## src/design/ptst_pkg.sv

```systemverilog
// ----------------------------------------------------------------------------
// ptst_pkg: shared types and constants for the periodic timer slot table
// Request and status codes, payload structs and the per-cell control groups.
// ----------------------------------------------------------------------------
package ptst_pkg;

  // Table size and reset values
  localparam int unsigned SLOTS_DEF    = 8;
  localparam logic [15:0] WRAP_RESET   = 16'd65000;
  localparam logic [15:0] PERIOD_RESET = 16'd100;

  // Configuration port
  localparam int unsigned CFG_AW = 3;
  localparam int unsigned CFG_DW = 32;
  localparam logic [0:0]  REG_COUNT_WRAP = 1'b0;

  // Request codes
  localparam logic [1:0] REQ_TICK     = 2'd0;
  localparam logic [1:0] REQ_REGISTER = 2'd1;
  localparam logic [1:0] REQ_DELETE   = 2'd2;
  localparam logic [1:0] REQ_CLEAR    = 2'd3;

  // Status codes
  localparam logic [2:0] ST_OK        = 3'd0;
  localparam logic [2:0] ST_NULL      = 3'd1;
  localparam logic [2:0] ST_EMPTY     = 3'd2;
  localparam logic [2:0] ST_FULL      = 3'd3;
  localparam logic [2:0] ST_NOT_TAKEN = 3'd4;

  typedef struct packed {
    logic [1:0]  req_type;
    logic [15:0] period;
    logic        has_handler;
    logic [2:0]  slot_id;
  } in_item_t;

  typedef struct packed {
    logic [2:0]  status;
    logic [2:0]  assigned_slot;
    logic [7:0]  fired_mask;
    logic [15:0] system_ticks;
    logic [3:0]  active_slots;
  } out_item_t;

  // Command broadcast to every cell in the row
  typedef struct packed {
    logic        tick;
    logic        reg_go;
    logic        del_go;
    logic [15:0] period;
  } cell_cmd_t;

  // Status returned by one cell
  typedef struct packed {
    logic taken;
    logic fired;
    logic claimed;
  } cell_stat_t;

endpackage

```

## src/design/ptst_cell.sv

```systemverilog
// ----------------------------------------------------------------------------
// ptst_cell: one timer slot
// Holds the taken flag, period and counter of one slot. A search token runs
// along the row so the lowest open slot claims a register request.
// ----------------------------------------------------------------------------
module ptst_cell (
  input  logic               clk,
  input  logic               rst_n,
  input  ptst_pkg::cell_cmd_t cmd,
  input  logic               del_hit,
  input  logic               search_in,
  output logic               search_out,
  output ptst_pkg::cell_stat_t stat
);
  import ptst_pkg::*;

  logic        taken_r, taken_nxt;
  logic [15:0] period_r, period_nxt;
  logic [15:0] count_r, count_nxt;
  logic [15:0] count_inc;
  logic        fire;
  logic        claim;

  // Pass the search on only past a taken slot
  assign search_out = search_in & taken_r;
  assign claim      = cmd.reg_go & search_in & ~taken_r;

  assign count_inc = count_r + 16'd1;
  assign fire      = taken_r && (count_inc >= period_r);

  // Next slot state
  always_comb begin
    taken_nxt  = taken_r;
    period_nxt = period_r;
    count_nxt  = count_r;
    if (cmd.tick) begin
      count_nxt = fire ? 16'd0 : count_inc;
    end
    if (claim) begin
      taken_nxt  = 1'b1;
      period_nxt = cmd.period;
    end
    if (cmd.del_go && del_hit) begin
      taken_nxt  = 1'b0;
      period_nxt = 16'd0;
    end
  end

  always_ff @(posedge clk) begin
    if (!rst_n) begin
      taken_r  <= 1'b0;
      period_r <= PERIOD_RESET;
      count_r  <= 16'd0;
    end else begin
      taken_r  <= taken_nxt;
      period_r <= period_nxt;
      count_r  <= count_nxt;
    end
  end

  assign stat.taken   = taken_r;
  assign stat.fired   = cmd.tick & fire;
  assign stat.claimed = claim;

endmodule

```

## src/design/periodic_timer_slot_table.sv

```systemverilog
// ----------------------------------------------------------------------------
// periodic_timer_slot_table: row of periodic timer slots with a tick count
// Takes tick, register, delete and clear requests and reports one result
// per request. An APB-style port holds the tick count wrap limit.
// ----------------------------------------------------------------------------
// The result appears on out_* with out_strobe in the cycle after start.
// Throughput: one request per cycle; busy stays low. Every slot cell updates
// in the same cycle and the open-slot search ripples through the cell row.
// Reset (rst_n low, synchronous): all slots open with period 100, counters
// and tick count zero, wrap limit 65000, no result pending.
module periodic_timer_slot_table #(
  parameter int unsigned SLOTS = ptst_pkg::SLOTS_DEF
) (
  input  logic                          clk,
  input  logic                          rst_n,
  input  logic                          start,
  output logic                          busy,
  input  ptst_pkg::in_item_t            in_item,
  output logic                          out_strobe,
  output ptst_pkg::out_item_t           out_item,
  input  logic                          psel,
  input  logic                          penable,
  input  logic                          pwrite,
  input  logic [ptst_pkg::CFG_AW-1:0]   paddr,
  input  logic [ptst_pkg::CFG_DW-1:0]   pwdata,
  output logic [ptst_pkg::CFG_DW-1:0]   prdata,
  output logic                          pready
);
  import ptst_pkg::*;

  localparam int unsigned CW_RAW = $clog2(SLOTS + 1);
  localparam int unsigned CNT_W  = (CW_RAW > 4) ? CW_RAW : 4;

  logic [15:0]      wrap_r;
  logic [15:0]      ticks_r, ticks_nxt;
  logic [CNT_W-1:0] total_r, total_nxt;
  logic             strobe_r;
  out_item_t        out_r, out_nxt;

  cell_cmd_t        cmd;
  logic [SLOTS:0]   search;
  logic [SLOTS-1:0] del_hit;
  cell_stat_t       stat [SLOTS];

  logic             is_tick, is_reg, is_del, is_clr;
  logic             full, sel_taken, del_ok;
  logic [15:0]      tick_inc;
  logic [2:0]       assigned;
  logic [7:0]       fired;

  // Configuration port
  assign pready = 1'b1;
  assign prdata = (paddr[CFG_AW-1] == REG_COUNT_WRAP) ? {16'd0, wrap_r} : '0;

  always_ff @(posedge clk) begin
    if (!rst_n) begin
      wrap_r <= WRAP_RESET;
    end else if (psel && penable && pwrite && pready &&
                 paddr[CFG_AW-1] == REG_COUNT_WRAP) begin
      wrap_r <= pwdata[15:0];
    end
  end

  assign busy = 1'b0;

  // Decode the request
  assign is_tick = start && in_item.req_type == REQ_TICK;
  assign is_reg  = start && in_item.req_type == REQ_REGISTER;
  assign is_del  = start && in_item.req_type == REQ_DELETE;
  assign is_clr  = start && in_item.req_type == REQ_CLEAR;

  assign full   = search[SLOTS];
  assign del_ok = is_del && (total_r != '0) && sel_taken;

  assign cmd.tick   = is_tick;
  assign cmd.reg_go = is_reg & in_item.has_handler;
  assign cmd.del_go = del_ok;
  assign cmd.period = in_item.period;

  assign search[0] = 1'b1;

  // Row of slot cells
  for (genvar i = 0; i < SLOTS; i++) begin : g_cell
    if (i < 8) begin : g_addr
      localparam logic [2:0] IDX3 = 3'(i);
      assign del_hit[i] = (in_item.slot_id == IDX3);
    end else begin : g_noaddr
      assign del_hit[i] = 1'b0;
    end

    ptst_cell u_cell (
      .clk        (clk),
      .rst_n      (rst_n),
      .cmd        (cmd),
      .del_hit    (del_hit[i]),
      .search_in  (search[i]),
      .search_out (search[i+1]),
      .stat       (stat[i])
    );
  end

  // Gather the row status
  always_comb begin
    sel_taken = 1'b0;
    assigned  = 3'd0;
    fired     = 8'd0;
    for (int i = 0; i < SLOTS; i++) begin
      if (del_hit[i] && stat[i].taken) begin
        sel_taken = 1'b1;
      end
      if (stat[i].claimed) begin
        assigned = 3'(i);
      end
      if (i < 8 && stat[i].fired) begin
        fired[i] = 1'b1;
      end
    end
  end

  // Tick count and taken count
  assign tick_inc = ticks_r + 16'd1;

  always_comb begin
    ticks_nxt = ticks_r;
    total_nxt = total_r;
    if (is_tick) begin
      ticks_nxt = (tick_inc == wrap_r) ? 16'd0 : tick_inc;
    end
    if (is_clr) begin
      ticks_nxt = 16'd0;
    end
    if (cmd.reg_go && !full) begin
      total_nxt = total_r + CNT_W'(1);
    end
    if (del_ok) begin
      total_nxt = total_r - CNT_W'(1);
    end
  end

  // Build the result
  always_comb begin
    out_nxt               = '0;
    out_nxt.status        = ST_OK;
    out_nxt.fired_mask    = fired;
    out_nxt.system_ticks  = ticks_nxt;
    out_nxt.active_slots  = total_nxt[3:0];
    if (is_reg) begin
      if (!in_item.has_handler) begin
        out_nxt.status = ST_NULL;
      end else if (full) begin
        out_nxt.status = ST_FULL;
      end else begin
        out_nxt.assigned_slot = assigned;
      end
    end
    if (is_del) begin
      if (total_r == '0) begin
        out_nxt.status = ST_EMPTY;
      end else if (!sel_taken) begin
        out_nxt.status = ST_NOT_TAKEN;
      end
    end
  end

  always_ff @(posedge clk) begin
    if (!rst_n) begin
      ticks_r  <= 16'd0;
      total_r  <= '0;
      strobe_r <= 1'b0;
    end else begin
      ticks_r  <= ticks_nxt;
      total_r  <= total_nxt;
      strobe_r <= start;
    end
  end

  // Hold the result for its transfer cycle
  always_ff @(posedge clk) begin
    if (start) begin
      out_r <= out_nxt;
    end
  end

  assign out_strobe = strobe_r;
  assign out_item   = out_r;

endmodule
```

## config.mk

```make
export PLATFORM = sky130hd
export DESIGN_NAME = periodic_timer_slot_table
export DESIGN_NICKNAME = d
export VERILOG_FILES = /design/src/design/ptst_pkg.sv /design/src/design/ptst_cell.sv /design/src/design/periodic_timer_slot_table.sv
export SDC_FILE = /design/constraint.sdc
export NUM_CORES = 1
export LEC_CHECK = 0
export BUFFER_PORTS_ARGS = -buffer_cell sky130_fd_sc_hd__buf_2
export CAP_MARGIN = 20
export CORE_MARGIN = 3
export CORE_UTILIZATION = 56
export CTS_CLUSTER_DIAMETER = 50
export DETAILED_ROUTE_END_ITERATION = 10
export PLACE_DENSITY_LB_ADDON = 0.3
export SYNTH_ARGS = -nofsm -noshare
export SYNTH_HDL_FRONTEND = slang
export SYNTH_HIERARCHICAL = 1
export SYNTH_SLANG_ARGS = --single-unit
```

## constraint.sdc

```tcl
create_clock -name clk -period 6.95 [get_ports clk]
set_input_delay 1.39 -clock clk [delete_from_list [all_inputs] [get_ports clk]]
set_output_delay 1.39 -clock clk [all_outputs]
set_load 0.02 [all_outputs]
```

==> results of run 1 <==
## worst reg2reg max path: cells and delay by family, from the launching register on
kind | cells | cell delay (ps)
flops | 1 | 430
xor+xnor | 1 | 90
compound gates | 2 | 960
simple gates | 6 | 1420
fa+ha+maj | 2 | 600
## registers in the layout (all words and copies together), names as in the netlist
| signal | cells |
|---|---|
| out_strobe | 1 |
| g_cell.u_cell/taken_r | 8 |
| g_cell.u_cell/count_r | 128 |
| total_r | 4 |
| g_cell.u_cell/period_r | 128 |
| wrap_r | 16 |
| out_item | 34 |
| ticks_r | 16 |
## cell usage in the layout, fill, tap and decap left out, types with 17 or more instances in the layout
cell type and instances:
nand2_1 434, dfxtp_1 301, a21oi_1 178, nor2_1 177, xor2_1 160, inv_1 157, ha_1 139, buf_2 94
nand3_1 92, xnor2_1 80, o21ai_0 79, nand4_1 57, clkbuf_16 48, mux2i_1 34, edfxtp_1 34, nor3_1 32
and3_1 27, nor2b_1 26, and2_1 24, conb_1 21, a31oi_1 19, nand2b_1 18, nor4_2 17
## final timing paths
check,endpoint,slack (ps),cells past startpoint
worst max register to register,g_cell[6].u_cell/count_r[11],3310,11
worst min register to register,g_cell[3].u_cell/period_r[10],450,2
worst max-delay path,g_cell[2].u_cell/count_r[7],2920,7
worst min-delay path,g_cell[3].u_cell/period_r[10],450,2
## power groups by stage
stage | Combinational [mW] | Clock (mW) | Sequential [mW]
after floorplan | 0.201 | 0 | 2.07
after global placement | 0.293 | 0 | 2.07
after detailed placement | 0.301 | 0 | 2.08
after CTS | 0.305 | 2.37 | 2.03
after global routing | 0.339 | 2.45 | 2.04
final | 0.308 | 2.33 | 2.04
## stage by stage
stage | power, mW | std cells | setup slack (ps) | hold slack (ps) | utilization, %
CTS | 4.708 | 2924 | 2900 | 456.0 | 62.61
global placement | 2.368 | 2841 | 2250 | 443.2 | 58.23
floorplan | 2.275 | 2414 | 3278 | 436.3 | -
finish | 4.669 | 2926 | 2923 | 452.5 | 62.64
detailed placement | 2.378 | 2842 | 2316 | 448.1 | 58.25
global route | 4.834 | 2926 | 2647 | 472.4 | 62.64
## final cells by class
| cell class | count | area, µm² | area share, % |
|---|---|---|---|
| Multi-Input combinational cell | 1784 | 11450 | 52.65 |
| Sequential cell | 335 | 7047 | 32.41 |
| Clock buffer | 56 | 1251 | 5.754 |
| Inverter | 166 | 625.6 | 2.877 |
| Tap cell | 455 | 569.3 | 2.618 |
| Timing Repair Buffer | 103 | 538.0 | 2.474 |
| Clock inverter | 26 | 262.8 | 1.208 |
| Antenna cell | 1 | 2.502 | 0.01151 |
## routing by layer
layer	vias up	wire (µm)	share of wire (%)
met2	445	22580	47
met1	7804	21610	45
met3	101	2645	5.5
li1	8152	-	-
met5	-	0	0
met4	0	1565	3.2
==> impl_metrics.py, run 1 <==
metrics = {
    "setup_path": {
        "cp-end-kind": "register",
        "criticalPathCategory": "in -> reg",
        "crit_path_max_fanout": 71,
        "critical_path_arrival_ps": 4430,
        "cpMaxStageDelayCell": "inv_4",
        "crit_family": "buffers and inverters",
        "path_cells": "buf_2 -> buf_4 -> nand2_1 -> inv_4 -> nor2b_1 -> a221oi_2 -> nor2_1",
        "critPathLaunchType": "primary input",
        "r2r-start": "g_cell[6].u_cell/count_r[0]",
        "path_buf_inv": 3,
        "crit_path_start": "start",
        "required_ps": 7350,
        "max_stage_delay_ps": 780,
    },
    "detailed_routing": {
        "ant_nets": 0,
        "drt_iter0_markers": 1137,
        "viasPerCell": 5.640,
        "drc": 0,
        "wirelength_mm": 48.40,
        "vias": 16500,
        "dr.pass1.iters": 6,
        "avgRoutedWirePerCell_um": 16.54,
    },
    "power_and_ir_drop": {
        "internal_power_mw": 3.505,
        "seqPwrFrac_pct": 43.6,
        "switching_power_mw": 1.163,
        "ir_drop_mv": 0.2129,
        "p_sw_share_pct": 24.92,
        "pwr-share-comb_pct": 6.6,
        "pwr_density_cell_nw_per_um2": 214.7,
        "clkPwrFrac_pct": 49.8,
        "p_leak_nw": 8.850,
    },
    "yosys": {
        "syn_area_um2": 19780,
        "avgSynthCellArea_um2": 8.258,
        "postSynthCellCount": 2395,
        "yosys_warnings": 6,
    },
    "sta": {
        "worst_slew_pin_slew_ps": 983.2,
        "hold_violations": 0,
        "fin_skew_ps": 33.44,
        "setup_viol": 0,
        "finalCritPeriodShare_pct": 57.94,
        "grt_setup_unrepaired": "no",
        "fmax_mhz": 248.3,
        "min_period_ps": 4027,
        "slew_violations": 0,
        "relSlewSlack_pct": 34.46,
        "fin_tns_setup_ps": 0,
    },
    "place": {
        "placed_cell_area_um2": 20220,
        "gp_congestion": 0.8989,
        "port_buffers": 95,
        "dp_hpwl_mm": 33.57,
    },
    "finish": {
        "drive_gt1_share_pct": 10.32,
        "nNetsFinal": 2636,
        "syn2layout_area_growth_pct": 9.945,
        "fillerInstances": 2993,
        "finalInstanceArea_um2": 21740,
    },
    "run": {
        "drv_cap": 0,
    },
    "floorplan": {
        "die_w_um": 193.9,
        "rows": 68,
        "core_area_um2": 34710,
        "io_pins": 132,
        "start_util_pct": 56.97,
        "die_h_um": 193.9,
        "die_area_um2": 37610,
    },
    "grt": {
        "use_met3_pct": 3.093,
        "grt_antenna_before_repair": 1,
        "grt_use_met1_pct": 33.29,
        "grt_use_met2_pct": 41.74,
        "overflow": 0,
        "busiest_layer": "met2",
        "grt_max_degree": 72,
        "grt_pass1_vias": 15770,
        "grt_usage_pct": 24.90,
        "grt_pass1_wl_mm": 78.36,
    },
    "clocking": {
        "cts.sinks": 335,
        "clk_pin_slew_worst_paths_ps": 60,
        "cts_setup_buffers": 0,
        "cts-root-buf": "clkbuf_16",
        "clk_latency_ps": 580,
        "cts_tree": "built",
        "cts-hold-fix-buffers": 0,
        "cts-buffers-inserted": 44,
        "cts.repair.resized": 0,
        "htreeDepth": 2,
        "cts_buffer_depth": 3,
    },
    "run_status": {
        "status": "complete, no violations",
    },
    "hold_path": {
        "hold_start": "g_cell[3].u_cell/period_r[10]",
        "hp-class": "reg -> reg",
    },
}
(Power assumes the default switching activity.)
==> inputs of run 2 (changes only) <==
ABC_AREA = 1   (was not set)
clock period = 3.5 ns   (was 6.95 ns; I/O delays follow)
==> run 2 against run 1 <==
Sequential cell count unchanged; worst hold slack worse by 97 ps; first-iteration DRC count is 19% higher; sequential share of layout area down 1.3 points; largest cell class unchanged; global-route usage grew 0.95 points; clock-buffer cell count grew 4; clock power is 88% higher; final cell count increased by 21%.
==> impl_metrics.py, run 2 <==
metrics = {
    "run_status": {
        "status": "complete, no violations",
    },
    "power_and_ir_drop": {
        "p_leak_nw": 11.09,
        "p_total_mw": 8.791,
        "pwr_density_cell_nw_per_um2": 387.5,
        "ir_drop_mv": 0.3872,
    },
    "sta": {
        "relSlewSlack_pct": 49.76,
        "worst_slew_pin_slew_ps": 749.0,
        "hold_violations": 0,
        "fmax_mhz": 339.8,
        "fin_skew_ps": 20.21,
        "fin_tns_setup_ps": 0,
        "finalCritPeriodShare_pct": 84.09,
        "grt_setup_unrepaired": "no",
        "setup_viol": 0,
        "min_period_ps": 2943,
        "slew_violations": 0,
    },
    "detailed_routing": {
        "drc": 0,
        "viasPerCell": 5.289,
        "dr.pass1.iters": 6,
        "vias": 18790,
        "wirelength_mm": 50.92,
        "drt_iter0_markers": 1348,
        "avgRoutedWirePerCell_um": 14.33,
        "ant_nets": 0,
    },
    "finish": {
        "finalInstanceArea_um2": 22690,
        "n_antenna_cell": 0,
        "multi_input_area_um2": 11040,
        "layout_common_cells": "746 x nand2_1, 514 x inv_1, 338 x nor2_1, 301 x dfxtp_1, 182 x a21oi_1",
        "regArea_um2": 7047,
        "drive_gt1_share_pct": 10.06,
        "instances_no_fill": 3553,
        "layout_commonest_cell": "nand2_1",
        "final_util_pct": 63.02,
        "nNetsFinal": 3263,
        "fillerInstances": 3144,
        "syn2layout_area_growth_pct": 9.797,
    },
    "grt": {
        "grt_max_degree": 59,
        "overflow": 0,
        "grt_pass1_vias": 17840,
        "grt_usage_pct": 25.85,
        "grt_antenna_before_repair": 3,
        "grt_pass1_wl_mm": 83.79,
    },
    "clocking": {
        "cts-hold-fix-buffers": 0,
        "cts.repair.resized": 0,
        "cts_tree": "built",
        "cts_buffer_depth": 3,
        "cts.sinks": 335,
        "htreeDepth": 2,
        "cts-root-buf": "clkbuf_16",
        "cts_setup_buffers": 0,
        "clk_pin_slew_worst_paths_ps": 60,
        "cts-buffers-inserted": 40,
        "clk_latency_ps": 560,
    },
    "yosys": {
        "syn_area_um2": 20660,
        "avgSynthCellArea_um2": 6.884,
        "yosys_warnings": 6,
        "postSynthCellCount": 3002,
    },
    "hold_path": {
        "hold_depth": 3,
        "hp-class": "in -> reg",
    },
    "place": {
        "placed_cell_area_um2": 21290,
        "dp_cells": 3480,
        "port_buffers": 95,
        "dp_hpwl_mm": 36.76,
        "gp_congestion": 0.9377,
    },
    "floorplan": {
        "die_w_um": 198.1,
        "core_area_um2": 36000,
        "die_area_um2": 39240,
        "die_h_um": 198.1,
        "start_util_pct": 57.40,
        "io_pins": 132,
        "rows": 69,
    },
    "setup_path": {
        "ff2ff_path_depth": 20,
        "cp-end-kind": "register",
        "critical_path_arrival_ps": 3420,
        "required_ps": 3980,
        "criticalPathCategory": "reg -> reg",
        "crit_path_max_fanout": 12,
        "critPathLaunchType": "register",
    },
    "run": {
        "drv_cap": 0,
    },
}
==> run 2: changes by cell type in the layout (fill, tap and decap cells not counted), sizes merged, moves of 34 or more <==
cell and change:
nor2 +194, nand2 +348, inv +343, mux2i -34, xor2 -115, a211oi +86
nand3 +68, xnor2 -61
==> run 2: power breakdown <==
part	leakage (nW)	internal (mW)	switching, mW	total, mW
combinational	7.63	0.119	0.350	0.469
sequential	2.78	3.92	0.0297	3.95
clock	0.689	2.69	1.68	4.37
total	11.1	6.73	2.06	8.79
==> run 2: cell type report <==
cell class	instances	area share [%]
Timing Repair Buffer	116	2.845
Tap cell	461	2.542
Multi-Input combinational cell	2042	48.67
Clock buffer	60	5.476
Inverter	526	8.702
Sequential cell	335	31.06
Clock inverter	13	0.7059
==> run 2: critical path: stages (launching register included) <==
cell and delay [ps]:
dfxtp_1 360, ha_1 250, nand2_1 140, nor2_4 70
inv_1 80, nor2_2 60, or2_2 270, nand2_1 100
inv_1 50, ha_1 260, nand2_1 80, inv_1 50
nand2_1 80, nor2_1 50, nor2_1 80, nand2_1 80
nand2_1 60, nand2_1 60, nand2_1 350, nand2_1 150
a21oi_1 190
==> run 2: path summary, 6_finish.rpt <==
check,to,start,slack [ps]
worst max-delay path,g_cell[6].u_cell/count_r[1],g_cell[6].u_cell/count_r[0],560
worst min-delay path,wrap_r[3],pwdata[3],360
worst max register to register,g_cell[6].u_cell/count_r[1],g_cell[6].u_cell/count_r[0],560
worst min register to register,g_cell[5].u_cell/period_r[11],g_cell[5].u_cell/period_r[11],470
==> run 2: metal layers <==
layer,GRT usage [%],up-vias,wire (µm)
li1,-,9612,-
met1,33.90,8585,22850
met2,43.59,474,23400
met3,4.135,115,3174
met4,8.755,6,1444
met5,0,-,46
==> run 2: stage by stage <==
step,hold WS [ps],setup WS (ps)
CTS,330.3,579.5
finish,355.6,556.8
global placement,459.3,520.3
detailed placement,464.2,398.5
floorplan,445.3,928.6
global route,363.6,335.8
==> inputs of run 3 (changes only) <==
clock period = 3 ns   (was 3.5 ns; I/O delays follow)
==> run 3 against run 2 <==
Wire length is 1.5% higher; fmax is 7.2% higher; combinational power grew 19%; critical endpoint is now g_cell[2].u_cell/count_r[12].
==> impl_metrics.py, run 3 (synthesis gave the netlist of run 2 again) <==
metrics = {
    "finish": {
        "fillerInstances": 3165,
        "syn2layout_area_growth_pct": 10.75,
        "final_util_pct": 63.57,
        "layout_common_cells": "737 x nand2_1, 514 x inv_1, 338 x nor2_1, 300 x dfxtp_1, 182 x a21oi_1",
        "multi_input_area_um2": 11070,
        "drive_gt1_share_pct": 10.95,
        "finalInstanceArea_um2": 22890,
        "regArea_um2": 7048,
        "layout_commonest_cell": "nand2_1",
        "nNetsFinal": 3274,
    },
    "power_and_ir_drop": {
        "pwr_density_cell_nw_per_um2": 461.8,
        "ir_drop_mv": 0.4555,
        "switching_power_mw": 2.545,
        "internal_power_mw": 8.022,
        "pwr-share-comb_pct": 5.3,
        "p_sw_share_pct": 24.09,
        "p_leak_nw": 11.21,
        "clkPwrFrac_pct": 51.1,
        "p_total_mw": 10.57,
        "seqPwrFrac_pct": 43.7,
    },
    "setup_path": {
        "regToRegEndpoint": "g_cell[2].u_cell/count_r[12]",
        "path_cells": "nand3_1 -> nor3_4 -> xor2_1 -> inv_1 -> ha_1 -> nand2_1 -> inv_1 -> nand2_1 -> nor2_1 -> nor2_1 -> nand2_1 -> nand2_1 -> nand2_1 -> nand3_1 -> nand2_1 -> nor2_1",
        "critical_path_arrival_ps": 3180,
        "cp.depth": 16,
        "crit_path_start": "g_cell[2].u_cell/count_r[0]",
        "crit_path_frequent_cell": "nand2_1",
        "crit_path_max_fanout": 7,
        "setup.worst_path.end": "g_cell[2].u_cell/count_r[12]",
        "required_ps": 3430,
        "path_buf_inv": 2,
        "criticalPathCategory": "reg -> reg",
        "max_stage_delay_ps": 400,
        "r2r-start": "g_cell[2].u_cell/count_r[0]",
        "critPathLaunchType": "register",
        "cpMaxStageDelayCell": "dfxtp_1",
        "ff2ff_path_depth": 16,
        "cp-end-kind": "register",
        "ff2ff_setup_slack_ps": 250,
        "crit_family": "simple AND/OR/NAND/NOR gates",
    },
    "sta": {
        "finalCritPeriodShare_pct": 91.54,
        "setup_viol": 0,
        "fin_skew_ps": 21.50,
        "worst_slew_pin_slew_ps": 815.6,
        "slew_violations": 0,
        "setup_slack_ps": 253.7,
        "grt_setup_unrepaired": "no",
        "relSlewSlack_pct": 45.63,
        "whs_ps": 251.6,
        "fmax_mhz": 364.1,
        "hold_violations": 0,
        "min_period_ps": 2746,
    },
    "place": {
        "placed_cell_area_um2": 21340,
        "port_buffers": 95,
        "gp_congestion": 0.9191,
        "dp_hpwl_mm": 37.01,
        "post-place-ws_ps": -0.6319,
    },
    "detailed_routing": {
        "drt_iter0_markers": 1335,
        "viasPerCell": 5.301,
        "wl_met1_mm": 22.51,
        "wl_met2_mm": 23.95,
        "avgRoutedWirePerCell_um": 14.48,
        "dr.pass1.iters": 5,
        "ant_nets": 0,
        "drc": 0,
        "top_layer_used": "met5",
        "vias": 18930,
        "wl_met3_mm": 3.482,
        "wirelength_mm": 51.69,
    },
    "floorplan": {
        "die_h_um": 198.1,
        "rows": 69,
        "core_area_um2": 36000,
        "start_util_pct": 57.40,
        "die_w_um": 198.1,
        "die_area_um2": 39240,
        "io_pins": 132,
    },
    "clocking": {
        "clk_pin_slew_worst_paths_ps": 60,
        "cts-buffers-inserted": 44,
        "clk_latency_ps": 570,
        "cts-root-buf": "clkbuf_16",
        "htreeDepth": 2,
        "cts_tree": "built",
        "cts.sinks": 335,
        "cts_buffer_depth": 3,
    },
    "grt": {
        "grt_antenna_before_repair": 4,
        "grt_max_degree": 54,
        "grt_usage_pct": 26.26,
        "grt_pass1_vias": 17940,
        "grt_pass1_wl_mm": 85.32,
        "overflow": 0,
    },
    "run": {
        "drv_cap": 0,
    },
    "run_status": {
        "status": "complete, no violations",
    },
    "hold_path": {
        "hp-class": "in -> reg",
    },
}
==> run 3: per-stage QoR <==
stage                     std cells  setup TNS, ps
after floorplan                3020              0
after global placement         3487              0
after detailed placement       3487        -0.6319
after CTS                      3567              0
after global routing           3568              0
final                          3570              0
==> run 3: worst min-delay path: cells and delay by family <==
family | cells | cell delay (ps)
AO/OA/AOI/OAI | 1 | 60
AND/OR/NAND/NOR | 1 | 40
buffers and inverters | 1 | 70
==> run 3: routing by layer <==
layer	vias to the layer above	GRT usage [%]
met5	-	0
met4	4	10.28
met3	115	4.169
met2	553	44.19
met1	8625	33.97
li1	9629	-
==> run 3: final cells by class <==
class,instances,area share (%)
clock buffers,53,5.374
inverters,526,8.627
clock inverters,27,1.225
diodes,3,0.03280
multi-input cells,2042,48.37
repair buffers,123,3.051
flip-flops and latches,335,30.80
well taps,461,2.520
==> run 3: worst min-delay path by stage <==
stage | start | to | slack (ps) | depth (start not counted)
final | pwdata[5] | wrap_r[5] | 250 | 3
after global routing | pwdata[3] | wrap_r[3] | 250 | 3
after CTS | pwdata[5] | wrap_r[5] | 230 | 3
after detailed placement | g_cell[7].u_cell/period_r[14] | g_cell[7].u_cell/period_r[14] | 460 | 2
after global placement | g_cell[6].u_cell/period_r[12] | g_cell[6].u_cell/period_r[12] | 460 | 2
after floorplan | g_cell[0].u_cell/period_r[10] | g_cell[0].u_cell/period_r[10] | 450 | 2
==> run 3: power groups by stage <==
stage / registers, mW / logic, mW / clock network, mW
3_3_place_gp: 4.71 / 0.534 / 0
3_5_place_dp: 4.71 / 0.548 / 0
6_report: 4.61 / 0.557 / 5.40
4_1_cts: 4.61 / 0.552 / 5.50
5_1_grt: 4.62 / 0.609 / 5.66
2_1_floorplan: 4.74 / 0.308 / 0
==> run 3: repair_timing <==
action	CTS	global route
hold buffers	0	0
setup buffers	0	0
resized for setup	0	11
setup endpoints to repair	0	85
